==> src/rked_pkg.sv <==
// rked_pkg: shared types, widths and event codes of the rotary knob event decoder
// no dependencies; used by the interfaces and every module of the block
package rked_pkg;

  localparam int unsigned TIME_W  = 32;
  localparam int unsigned CODE_W  = 4;
  localparam int unsigned CFG_W   = 16;
  localparam int unsigned CIDX_W  = 3;
  localparam int unsigned SPD_W   = 7;
  localparam int unsigned MODE_W  = 2;
  localparam int unsigned ACC_W   = 8;
  localparam int unsigned PEND_W  = 2;
  localparam int unsigned NRES_W  = 2;

  // half of the wrapping millisecond range
  localparam logic [TIME_W-1:0] HALF_RANGE = 32'h8000_0000;

  // event codes
  localparam logic [CODE_W-1:0] EV_CW      = 4'd0;
  localparam logic [CODE_W-1:0] EV_CCW     = 4'd1;
  localparam logic [CODE_W-1:0] EV_FAST    = 4'd2;
  localparam logic [CODE_W-1:0] EV_PRESSED = 4'd4;
  localparam logic [CODE_W-1:0] EV_SHORT   = 4'd8;
  localparam logic [CODE_W-1:0] EV_LONG    = 4'd9;
  localparam logic [CODE_W-1:0] EV_DOUBLE  = 4'd10;
  localparam logic [CODE_W-1:0] EV_TRIPLE  = 4'd11;

  // input function codes
  localparam logic FUNC_SAMPLE = 1'b0;
  localparam logic FUNC_FLUSH  = 1'b1;

  // configuration register indexes
  localparam logic [CIDX_W-1:0] REG_SW_DB     = 3'd0;
  localparam logic [CIDX_W-1:0] REG_CLK_DB    = 3'd1;
  localparam logic [CIDX_W-1:0] REG_LONG      = 3'd2;
  localparam logic [CIDX_W-1:0] REG_WINDOW    = 3'd3;
  localparam logic [CIDX_W-1:0] REG_FAST_IN   = 3'd4;
  localparam logic [CIDX_W-1:0] REG_FAST_OUT  = 3'd5;
  localparam logic [CIDX_W-1:0] REG_SPD       = 3'd6;
  localparam logic [CIDX_W-1:0] REG_EDGE_MODE = 3'd7;

  typedef struct packed {
    logic [CFG_W-1:0]  sw_db;
    logic [CFG_W-1:0]  clk_db;
    logic [CFG_W-1:0]  long_ms;
    logic [CFG_W-1:0]  window_ms;
    logic [CFG_W-1:0]  fast_in_ms;
    logic [CFG_W-1:0]  fast_out_ms;
    logic [SPD_W-1:0]  spd;
    logic [MODE_W-1:0] edge_mode;
  } rked_cfg_t;

  // results of one decoded item, switch event first
  typedef struct packed {
    logic [NRES_W-1:0] cnt;
    logic [CODE_W-1:0] code0;
    logic [CODE_W-1:0] code1;
  } rked_res_t;

  typedef struct packed {
    logic [CODE_W-1:0] code;
    logic              last;
  } rked_beat_t;

endpackage

==> src/rked_in_if.sv <==
// rked_in_if: input channel of the knob decoder, pin samples or flush polls
// depends on rked_pkg for field widths
interface rked_in_if;
  import rked_pkg::*;

  logic              valid;
  logic              ready;
  logic              func;
  logic              clk_level;
  logic              dt_level;
  logic              sw_level;
  logic [TIME_W-1:0] now_ms;

  modport source (output valid, func, clk_level, dt_level, sw_level, now_ms, input ready);
  modport sink   (input valid, func, clk_level, dt_level, sw_level, now_ms, output ready);
endinterface

==> src/rked_out_if.sv <==
// rked_out_if: result channel of the knob decoder, one event per beat
// depends on rked_pkg for field widths
interface rked_out_if;
  import rked_pkg::*;

  logic              valid;
  logic              ready;
  logic [CODE_W-1:0] event_code;
  logic              last_of_run;

  modport source (output valid, event_code, last_of_run, input ready);
  modport sink   (input valid, event_code, last_of_run, output ready);
endinterface

==> src/rotary_knob_event_decoder.sv <==
// Rotary knob event decoder: debounced turn and press events from pin samples.
// Results of an item pass the input register, then the result buffer, before they are offered.
// Throughput: one item per cycle while the result buffer has room; an item with two
// events takes both entries of the two-entry buffer, which drains one beat a cycle when ready.
// Reset: synchronous rst_n restores register defaults and idle knob state at once.
// Depends on rked_pkg, rked_in_if, rked_out_if, rked_cfg, rked_core, rked_outq.
module rotary_knob_event_decoder (
  input  logic                          clk,
  input  logic                          rst_n,
  input  logic                          cfg_wr_en,
  input  logic [rked_pkg::CIDX_W-1:0]   cfg_index,
  input  logic [rked_pkg::CFG_W-1:0]    cfg_wdata,
  rked_in_if.sink                       in_item,
  rked_out_if.source                    out_evt
);
  import rked_pkg::*;

  rked_cfg_t         cfg;
  rked_res_t         res;
  logic              push;
  logic [NRES_W-1:0] room;

  // configuration registers
  rked_cfg u_cfg (
    .clk   (clk),
    .rst_n (rst_n),
    .wr_en (cfg_wr_en),
    .index (cfg_index),
    .wdata (cfg_wdata),
    .cfg   (cfg)
  );

  // decode stage
  rked_core u_core (
    .clk     (clk),
    .rst_n   (rst_n),
    .in_item (in_item),
    .cfg     (cfg),
    .room    (room),
    .push    (push),
    .res     (res)
  );

  // result buffer
  rked_outq u_outq (
    .clk     (clk),
    .rst_n   (rst_n),
    .push    (push),
    .res     (res),
    .room    (room),
    .out_evt (out_evt)
  );

  // a beat that is not last is a switch event followed at once by a turn event
  a_pair_order: assert property (@(posedge clk) disable iff (!rst_n)
    (out_evt.valid && out_evt.ready && !out_evt.last_of_run) |->
      (out_evt.event_code >= EV_SHORT) ##1 (out_evt.valid && out_evt.event_code < EV_SHORT))
    else $error("switch event not followed by its turn event");

  // turn events always close their run
  a_turn_last: assert property (@(posedge clk) disable iff (!rst_n)
    (out_evt.valid && out_evt.event_code < EV_SHORT) |-> out_evt.last_of_run)
    else $error("turn event without last_of_run");

  // decoded results never exceed the buffer space
  a_no_overflow: assert property (@(posedge clk) disable iff (!rst_n)
    push |-> (res.cnt <= room && room <= NRES_W'(2)))
    else $error("result buffer overflow");

endmodule

==> src/rked_cfg.sv <==
// rked_cfg: configuration register bank of the knob decoder
// depends on rked_pkg for register indexes and the config struct
module rked_cfg (
  input  logic                          clk,
  input  logic                          rst_n,
  input  logic                          wr_en,
  input  logic [rked_pkg::CIDX_W-1:0]   index,
  input  logic [rked_pkg::CFG_W-1:0]    wdata,
  output rked_pkg::rked_cfg_t           cfg
);
  import rked_pkg::*;

  rked_cfg_t cfg_r;

  // register writes, reset to the power-on timings
  always_ff @(posedge clk) begin
    if (!rst_n) begin
      cfg_r.sw_db       <= 16'd20;
      cfg_r.clk_db      <= 16'd2;
      cfg_r.long_ms     <= 16'd800;
      cfg_r.window_ms   <= 16'd300;
      cfg_r.fast_in_ms  <= 16'd40;
      cfg_r.fast_out_ms <= 16'd120;
      cfg_r.spd         <= 7'd1;
      cfg_r.edge_mode   <= 2'd0;
    end else if (wr_en) begin
      unique case (index)
        REG_SW_DB:     cfg_r.sw_db       <= wdata;
        REG_CLK_DB:    cfg_r.clk_db      <= wdata;
        REG_LONG:      cfg_r.long_ms     <= wdata;
        REG_WINDOW:    cfg_r.window_ms   <= wdata;
        REG_FAST_IN:   cfg_r.fast_in_ms  <= wdata;
        REG_FAST_OUT:  cfg_r.fast_out_ms <= wdata;
        REG_SPD:       cfg_r.spd         <= wdata[SPD_W-1:0];
        REG_EDGE_MODE: cfg_r.edge_mode   <= wdata[MODE_W-1:0];
        default:       cfg_r             <= cfg_r;
      endcase
    end
  end

  assign cfg = cfg_r;

endmodule

==> src/rked_core.sv <==
// rked_core: input register, knob state and single-pass event decode
// depends on rked_pkg and rked_in_if; hands decoded results to the result buffer
module rked_core (
  input  logic                          clk,
  input  logic                          rst_n,
  rked_in_if.sink                       in_item,
  input  rked_pkg::rked_cfg_t           cfg,
  input  logic [rked_pkg::NRES_W-1:0]   room,
  output logic                          push,
  output rked_pkg::rked_res_t           res
);
  import rked_pkg::*;

  // input register
  logic              iv_r;
  logic              func_r, clkl_r, dtl_r, swl_r;
  logic [TIME_W-1:0] now_r;

  // knob state
  logic               prev_sw_r, prev_sw_nxt;
  logic               prev_clk_r, prev_clk_nxt;
  logic [ACC_W-1:0]   acc_r, acc_nxt;
  logic [TIME_W-1:0]  ldt_r, ldt_nxt;
  logic               fast_r, fast_nxt;
  logic [TIME_W-1:0]  pst_r, pst_nxt;
  logic               down_r, down_nxt;
  logic               twd_r, twd_nxt;
  logic [TIME_W-1:0]  lcet_r, lcet_nxt;
  logic [TIME_W-1:0]  lset_r, lset_nxt;
  logic [PEND_W-1:0]  pend_r, pend_nxt;
  logic [TIME_W-1:0]  dl_r, dl_nxt;

  // decode temporaries
  logic               flush_ok;
  logic               sw_edge, clk_edge, skip_clock;
  logic [TIME_W-1:0]  held;
  logic [PEND_W-1:0]  pend_tmp;
  logic [PEND_W:0]    pend_inc;
  logic               sw_ev, turn_ev;
  logic [CODE_W-1:0]  sw_code, turn_code;
  logic               step_pos;
  logic signed [ACC_W:0] acc_sum, spd_s;
  logic               detent, cw;
  logic [TIME_W-1:0]  gap;
  logic               accept, proc;

  // a flush needs a live deadline that has been reached
  assign flush_ok = (pend_r != '0) && (dl_r != '0) &&
                    ((now_r - dl_r) < HALF_RANGE) && (now_r >= dl_r);

  assign sw_edge = (func_r == FUNC_SAMPLE) && (swl_r != prev_sw_r) &&
                   ((lset_r == '0) || ((now_r - lset_r) >= {16'd0, cfg.sw_db}));

  assign held     = (pst_r != '0) ? (now_r - pst_r) : '0;
  assign step_pos = clkl_r ^ dtl_r ^ cfg.edge_mode[1];
  assign spd_s    = signed'({2'b00, cfg.spd});
  assign acc_sum  = signed'({acc_r[ACC_W-1], acc_r}) + (step_pos ? 9'sd1 : -9'sd1);
  assign detent   = (acc_sum >= spd_s) || (acc_sum <= -spd_s);
  assign cw       = acc_sum > 9'sd0;
  assign gap      = now_r - ldt_r;

  // flush polls, or switch and press handling followed by clock and detent handling
  always_comb begin
    prev_sw_nxt  = prev_sw_r;
    prev_clk_nxt = prev_clk_r;
    acc_nxt      = acc_r;
    ldt_nxt      = ldt_r;
    fast_nxt     = fast_r;
    pst_nxt      = pst_r;
    down_nxt     = down_r;
    twd_nxt      = twd_r;
    lcet_nxt     = lcet_r;
    lset_nxt     = lset_r;
    pend_nxt     = pend_r;
    dl_nxt       = dl_r;
    skip_clock   = 1'b0;
    sw_ev        = 1'b0;
    sw_code      = EV_SHORT;
    turn_ev      = 1'b0;
    turn_code    = EV_CW;
    pend_tmp     = pend_r;
    pend_inc     = '0;
    clk_edge     = 1'b0;

    if (func_r == FUNC_FLUSH) begin
      if (flush_ok) begin
        sw_ev    = (pend_r == 2'd1) || (pend_r == 2'd2);
        sw_code  = (pend_r == 2'd1) ? EV_SHORT : EV_DOUBLE;
        pend_nxt = '0;
        dl_nxt   = '0;
      end
    end else begin
      if (sw_edge) begin
        lset_nxt = now_r;
        if (!swl_r) begin
          pst_nxt  = now_r;
          down_nxt = 1'b1;
          twd_nxt  = 1'b0;
        end else begin
          down_nxt = 1'b0;
          pst_nxt  = '0;
          twd_nxt  = 1'b0;
          if (twd_r) begin
            pend_nxt   = '0;
            dl_nxt     = '0;
            skip_clock = 1'b1;
          end else if (held >= {16'd0, cfg.long_ms}) begin
            pend_nxt = '0;
            dl_nxt   = '0;
            sw_ev    = 1'b1;
            sw_code  = EV_LONG;
          end else begin
            // an overdue earlier press resolves before this one counts
            if (flush_ok) begin
              sw_ev    = (pend_r == 2'd1) || (pend_r == 2'd2);
              sw_code  = (pend_r == 2'd1) ? EV_SHORT : EV_DOUBLE;
              pend_tmp = '0;
            end
            dl_nxt   = now_r + {16'd0, cfg.window_ms};
            pend_inc = {1'b0, pend_tmp} + 3'd1;
            if (pend_inc >= 3'd3) begin
              sw_ev    = 1'b1;
              sw_code  = EV_TRIPLE;
              pend_nxt = '0;
              dl_nxt   = '0;
            end else begin
              pend_nxt = pend_inc[PEND_W-1:0];
            end
          end
        end
      end

      clk_edge = !skip_clock && (clkl_r != prev_clk_r) &&
                 ((lcet_r == '0) || ((now_r - lcet_r) >= {16'd0, cfg.clk_db}));
      if (clk_edge) begin
        lcet_nxt = now_r;
        if (clkl_r == cfg.edge_mode[0]) begin
          acc_nxt = acc_sum[ACC_W-1:0];
          if (detent) begin
            acc_nxt = '0;
            if (ldt_r != '0) begin
              if (gap <= {16'd0, cfg.fast_in_ms}) begin
                fast_nxt = 1'b1;
              end else if (gap >= {16'd0, cfg.fast_out_ms}) begin
                fast_nxt = 1'b0;
              end
            end
            ldt_nxt = now_r;
            if (down_nxt) twd_nxt = 1'b1;
            turn_ev   = 1'b1;
            turn_code = (cw ? EV_CW : EV_CCW) | (fast_nxt ? EV_FAST : EV_CW) |
                        (down_nxt ? EV_PRESSED : EV_CW);
          end
        end
      end
      prev_sw_nxt  = swl_r;
      prev_clk_nxt = clkl_r;
    end
  end

  // result bundle, switch event ahead of turn event
  always_comb begin
    res.cnt   = NRES_W'({1'b0, sw_ev} + {1'b0, turn_ev});
    res.code0 = sw_ev ? sw_code : turn_code;
    res.code1 = turn_code;
  end

  // an item without events commits its state but writes nothing to the buffer
  assign proc          = iv_r && (res.cnt <= room);
  assign push          = proc && (res.cnt != '0);
  assign in_item.ready = !iv_r || proc;
  assign accept        = in_item.valid && in_item.ready;

  // input register
  always_ff @(posedge clk) begin
    if (!rst_n) begin
      iv_r <= 1'b0;
    end else if (accept) begin
      iv_r <= 1'b1;
    end else if (proc) begin
      iv_r <= 1'b0;
    end
  end

  always_ff @(posedge clk) begin
    if (accept) begin
      func_r <= in_item.func;
      clkl_r <= in_item.clk_level;
      dtl_r  <= in_item.dt_level;
      swl_r  <= in_item.sw_level;
      now_r  <= in_item.now_ms;
    end
  end

  // knob state commits when the item is processed, as its results enter the buffer
  always_ff @(posedge clk) begin
    if (!rst_n) begin
      prev_sw_r  <= 1'b1;
      prev_clk_r <= 1'b0;
      acc_r      <= '0;
      ldt_r      <= '0;
      fast_r     <= 1'b0;
      pst_r      <= '0;
      down_r     <= 1'b0;
      twd_r      <= 1'b0;
      lcet_r     <= '0;
      lset_r     <= '0;
      pend_r     <= '0;
      dl_r       <= '0;
    end else if (proc) begin
      prev_sw_r  <= prev_sw_nxt;
      prev_clk_r <= prev_clk_nxt;
      acc_r      <= acc_nxt;
      ldt_r      <= ldt_nxt;
      fast_r     <= fast_nxt;
      pst_r      <= pst_nxt;
      down_r     <= down_nxt;
      twd_r      <= twd_nxt;
      lcet_r     <= lcet_nxt;
      lset_r     <= lset_nxt;
      pend_r     <= pend_nxt;
      dl_r       <= dl_nxt;
    end
  end

endmodule

==> src/rked_outq.sv <==
// rked_outq: two-entry result buffer that drives the event channel
// depends on rked_pkg and rked_out_if; fed by rked_core
module rked_outq (
  input  logic                          clk,
  input  logic                          rst_n,
  input  logic                          push,
  input  rked_pkg::rked_res_t           res,
  output logic [rked_pkg::NRES_W-1:0]   room,
  rked_out_if.source                    out_evt
);
  import rked_pkg::*;

  rked_beat_t        q0_r, q1_r, q0_nxt, q1_nxt, new0, new1;
  logic [NRES_W-1:0] cnt_r, cnt_nxt, cnt_a;
  logic              pop;

  assign pop   = (cnt_r != '0) && out_evt.ready;
  assign cnt_a = cnt_r - NRES_W'(pop);
  assign room  = NRES_W'(2) - cnt_a;

  assign new0 = '{code: res.code0, last: (res.cnt == 2'd1)};
  assign new1 = '{code: res.code1, last: 1'b1};

  // shift out the head beat, then append the new results
  always_comb begin
    q0_nxt  = pop ? q1_r : q0_r;
    q1_nxt  = q1_r;
    cnt_nxt = cnt_a;
    if (push) begin
      cnt_nxt = cnt_a + res.cnt;
      if (cnt_a == '0) begin
        q0_nxt = new0;
        q1_nxt = new1;
      end else begin
        q1_nxt = new0;
      end
    end
  end

  always_ff @(posedge clk) begin
    if (!rst_n) begin
      cnt_r <= '0;
    end else begin
      cnt_r <= cnt_nxt;
    end
  end

  always_ff @(posedge clk) begin
    q0_r <= q0_nxt;
    q1_r <= q1_nxt;
  end

  assign out_evt.valid       = cnt_r != '0;
  assign out_evt.event_code  = q0_r.code;
  assign out_evt.last_of_run = q0_r.last;

endmodule

==> src/flat_wrapper.sv <==
// flat-port wrapper written by rule: the top's interface ports become plain ports
module rotary_knob_event_decoder_flat import rked_pkg::*;
  (clk, rst_n, cfg_wr_en, cfg_index, cfg_wdata, in_item_valid, in_item_func, in_item_clk_level, in_item_dt_level, in_item_sw_level, in_item_now_ms, in_item_ready, out_evt_valid, out_evt_event_code, out_evt_last_of_run, out_evt_ready);
  rked_in_if in_item_i ();
  rked_out_if out_evt_i ();
  input  logic clk;
  input  logic rst_n;
  input  logic cfg_wr_en;
  input  logic [rked_pkg::CIDX_W-1:0] cfg_index;
  input  logic [rked_pkg::CFG_W-1:0] cfg_wdata;
  input wire logic [$bits(in_item_i.valid)-1:0] in_item_valid;
  input wire logic [$bits(in_item_i.func)-1:0] in_item_func;
  input wire logic [$bits(in_item_i.clk_level)-1:0] in_item_clk_level;
  input wire logic [$bits(in_item_i.dt_level)-1:0] in_item_dt_level;
  input wire logic [$bits(in_item_i.sw_level)-1:0] in_item_sw_level;
  input wire logic [$bits(in_item_i.now_ms)-1:0] in_item_now_ms;
  output wire logic [$bits(in_item_i.ready)-1:0] in_item_ready;
  output wire logic [$bits(out_evt_i.valid)-1:0] out_evt_valid;
  output wire logic [$bits(out_evt_i.event_code)-1:0] out_evt_event_code;
  output wire logic [$bits(out_evt_i.last_of_run)-1:0] out_evt_last_of_run;
  input wire logic [$bits(out_evt_i.ready)-1:0] out_evt_ready;
  assign in_item_i.valid = in_item_valid;
  assign in_item_i.func = in_item_func;
  assign in_item_i.clk_level = in_item_clk_level;
  assign in_item_i.dt_level = in_item_dt_level;
  assign in_item_i.sw_level = in_item_sw_level;
  assign in_item_i.now_ms = in_item_now_ms;
  assign in_item_ready = in_item_i.ready;
  assign out_evt_valid = out_evt_i.valid;
  assign out_evt_event_code = out_evt_i.event_code;
  assign out_evt_last_of_run = out_evt_i.last_of_run;
  assign out_evt_i.ready = out_evt_ready;
  rotary_knob_event_decoder u_core (.clk(clk), .rst_n(rst_n), .cfg_wr_en(cfg_wr_en), .cfg_index(cfg_index), .cfg_wdata(cfg_wdata), .in_item(in_item_i), .out_evt(out_evt_i));
endmodule
==> config.mk <==
export PLATFORM = sky130hd
export DESIGN_NAME = rotary_knob_event_decoder_flat
export DESIGN_NICKNAME = d
export VERILOG_FILES = /design/src/rked_pkg.sv /design/src/rked_in_if.sv /design/src/rked_out_if.sv /design/src/rotary_knob_event_decoder.sv /design/src/rked_cfg.sv /design/src/rked_core.sv /design/src/rked_outq.sv /design/src/flat_wrapper.sv
export SDC_FILE = /design/constraint.sdc
export NUM_CORES = 1
export LEC_CHECK = 0
export ABC_AREA = 1
export BUFFER_PORTS_ARGS = -buffer_cell sky130_fd_sc_hd__buf_2
export CORE_MARGIN = 2
export CORE_UTILIZATION = 30
export DETAILED_ROUTE_END_ITERATION = 8
export PLACE_DENSITY = 0.4
export SLEW_MARGIN = 20
export SYNTH_ARGS = -nofsm -noshare
export SYNTH_HDL_FRONTEND = slang
export SYNTH_HIERARCHICAL = 1
export SYNTH_SLANG_ARGS = --single-unit
==> constraint.sdc <==
create_clock -name clk -period 7.9 [get_ports clk]
set_clock_uncertainty 0.2 [all_clocks]
set_input_delay 0 -clock clk [delete_from_list [all_inputs] [get_ports clk]]
set_output_delay 0 -clock clk [all_outputs]
set_load 0.02 [all_outputs]
==> impl_results.md <==
* CTS H-tree lvls at 2
* CTS tree: built
* Sequential Power Share at 32.3%
* DP Area at around 30000 um^2
* Most Used Layer, Global Route: met2
* Ant diodes at 0
* Worst EP required at 8.25 ns
* Total track usage at between 20% and 30%
* Initial antenna violation count at 3
* Synth Net Count at around 5000
* # rows at between 100 and 150
* Synth Flop Type: dfxtp_1
* Power share of the clock group at 37.9%
* Core area at 94600 um^2
* CP max-delay cell: edfxtp_1
* Number of I/O pins at 67
* Syn Inst Count at between 4000 and 5000
* Slew at the pin closest to its max-slew limit at ~1.1 ns
* Post-CTS Resized at 0
* Critical Path Start: u_core/u_core/now_r[0]$_DFFE_PP_
* Most frequent cell after synthesis: nand2_1
* Sw power at 2.09 mW
* Combinational share of power at 29.8%
* Layout cells sized above 1 at 5.73%
* RD Place Congestion at 0.880
* Startpoint types: flop
* CP Class: reg -> reg
* Avg Inst Size Synth at 6.10 um^2
* Cell mode on critical path: nand2_1
* FF/Latch Area at 7000 um^2
* Worst Hold Class: in -> reg
* P_int at 3.62 mW
* Sequential share of the synthesized area at ~25%
* CTS clk-pin slew, worst paths at 0.05 ns
* Post-route ant nets at 0
* Worst-Skew Late Latency at around 0.65 ns
* Reg-to-reg endpoint: u_core/u_core/ldt_r[19]$_SDFFE_PN0P_
* End of the critical path: u_core/u_core/ldt_r[19]$_SDFFE_PN0P_
* Clock Sinks at 329
* Pleak at approximately 16 nW
* RSZ-0062 raised after global routing: no
* Pre-Repair DR Iteration Count at 7
* P per Cell Area at 173 nW/um^2
* Hold Fails Final Rpt at 0
* Hold_sp: in_item_now_ms[0]
* Global Route met1 Usage at 33.4%
* GRT met2 Usage at between 30% and 40%
* Post-route setup TNS at 0 ns
* Vias in the first global route at ~28000
* Vias/cell at 4.70
* Die Ht at 312 um
* Max cap viols at 0
* Crit path DAT at between 7 and 8 ns
* First-pass GRT wire length at 174000 um
* Die area at roughly 100000 um^2
* # setup viols final at 0
* Gr ovfl total at 0
* Area Overhead vs Synth at 16.0%
* Share of the synthesized area in the top cell type at 20.2%
* TritonCTS Buffers at 46
* Average wire per cell in the routed design at 18.7 um
* Post-synth EDFFs at 41
* Critical path peak fanout at 21
* Peak supply drop at between 0.1 and 0.15 mV
* Setup bufs post-CTS at 0
* Area of the multi-input gates at 17800 um^2
* HPWL after detailed placement at 91300 um
* Final Slew Violations at 0
* Detailed-route via count at 29000
* Post-synthesis cell area at 28500 um^2
* Nets at 5213
* Reg2Reg Depth at 34
* Run status: completed
* Pin count of the biggest net entering global routing at 96
* FMAX at approximately 0.15 GHz
* Fin area at approximately 33000 um^2
* # port buffers at 66
* Detailed Route WL at roughly 120000 um
* Crit Reg-Reg Startpoint: u_core/u_core/now_r[0]$_DFFE_PP_
* DRC errors left at 0
* GR Util met3 at 1.65%
* Dominant cell type by area after synthesis: dfxtp_1
* Root buffer cell: clkbuf_16
* Critical path's largest stage delay at 0.48 ns
* Post-synthesis async set-or-reset flop share at 0%
* Ys Warns at 6
* Reg2reg setup slack at 1.19 ns
* Flops & latches, synth at 329
* Hold_buf cts at between 100 and 150
* Maximum buffer depth of the clock tree at 3
* Top cells by count, synth: nand2_1 (1407), inv_1 (820), nor2_1 (524)
* Initial drt markers at 2001
* Top cells by area, synth: dfxtp_1 (20%), nand2_1 (19%), ha_1 (12%)
* Die Span X at 312 um
* Sw Ratio at 36.6%
* Relative slew margins at 29.6%
* Post-synth cell types at 57
* CP endpoint kind: flop
* Fillers at 10600
* Initial Util at a little under a third
* Final cycle utilization of the critical path at 84.9%
* Crit path time final at between 6 and 7 ns
[layout by cell type (no fill, tap or decap), types with 72 or more instances in the layout]
master,Yosys,layout
nand2_1,1407,1407
nand3_1,313,313
nand4_1,90,90
dlygate4sd3_1,0,119
a21oi_1,329,329
nor2_1,524,522
dfxtp_1,288,288
xor2_1,72,72
inv_1,820,819
o21ai_0,117,117
ha_1,284,284
[cell type report]
type	count	share of cell area (%)
flip-flops and latches	329	21.2
multi-input cells	3403	53.8
repair buffers	251	6.16
clock inverters	24	0.870
inverters	832	9.45
well taps	1265	4.79
clock buffers	61	3.83
[registers in the layout (all words and copies together) (netlist names), 5 cells and up]
name / cells
u_core/u_core/acc_r: 8
u_core/u_outq/q1_r: 5
u_core/u_core/dl_r: 32
u_core/u_core/lset_r: 32
u_core/u_core/ldt_r: 32
u_core/u_core/pst_r: 32
u_core/u_core/lcet_r: 32
u_core/u_cfg/cfg: 105
u_core/u_core/now_r: 32
[per-stage QoR]
| step | instances | setup WS (ns) | util (%) | hold slack, ns | power (mW) |
|---|---|---|---|---|---|
| floorplan | 4671 | 2.19 | - | -0.101 | 2.98 |
| global placement | 5961 | 1.34 | 32.1 | -0.0223 | 3.54 |
| detailed placement | 5961 | 1.17 | 32.1 | -0.0213 | 3.53 |
| CTS | 6165 | 1.16 | 35.0 | 0.00168 | 5.77 |
| global route | 6165 | 0.516 | 35.0 | 0.0301 | 6.06 |
| finish | 6165 | 1.19 | 35.0 | 0.0506 | 5.71 |
[cells by family after synthesis]
| logic type | after synthesis | synth area share [%] |
|---|---|---|
| adder cells (fa/ha/maj) | 290 | 12.9 |
| flip-flops | 329 | 24.6 |
| AND/OR/NAND/NOR | 2477 | 36.5 |
| other | 1 | 0.0132 |
| AO/OA/AOI/OAI | 540 | 10.0 |
| buffers and inverters | 939 | 13.1 |
| XOR/XNOR | 95 | 2.92 |
[routing by layer]
layer / share of wire [%] / vias up
li1: - / 15100
met1: 50 / 13300
met5: 0 / -
met3: 3.0 / 126
met2: 44 / 491
met4: 2.9 / 0
[critical path, delay by kind of cell, from the launching register on]
kind            cells  cell delay, ns
compound gates      1            0.09
flops               1            0.48
simple gates       22            3.19
xor+xnor            1            0.19
fa+ha+maj           5            1.51
buf+inv             5            0.94
[power by group through the flow]
stage,sequential [mW],combinational [mW],clock [mW]
after global placement,1.88,1.66,0
after global routing,1.85,1.93,2.28
after CTS,1.84,1.70,2.23
after floorplan,1.86,1.12,0
after detailed placement,1.88,1.65,0
final,1.84,1.70,2.16
[worst min path at each step]
stage,to,depth (start not counted)
2_1_floorplan,u_core/u_core/clkl_r$_DFFE_PP_,0
3_3_place_gp,u_core/u_core/func_r$_DFFE_PP_,1
3_5_place_dp,u_core/u_core/now_r[1]$_DFFE_PP_,1
4_1_cts,u_core/u_core/now_r[0]$_DFFE_PP_,2
5_1_grt,u_core/u_core/now_r[0]$_DFFE_PP_,2
6_report,u_core/u_core/now_r[0]$_DFFE_PP_,2
Power figures use the tool's default switching activity.
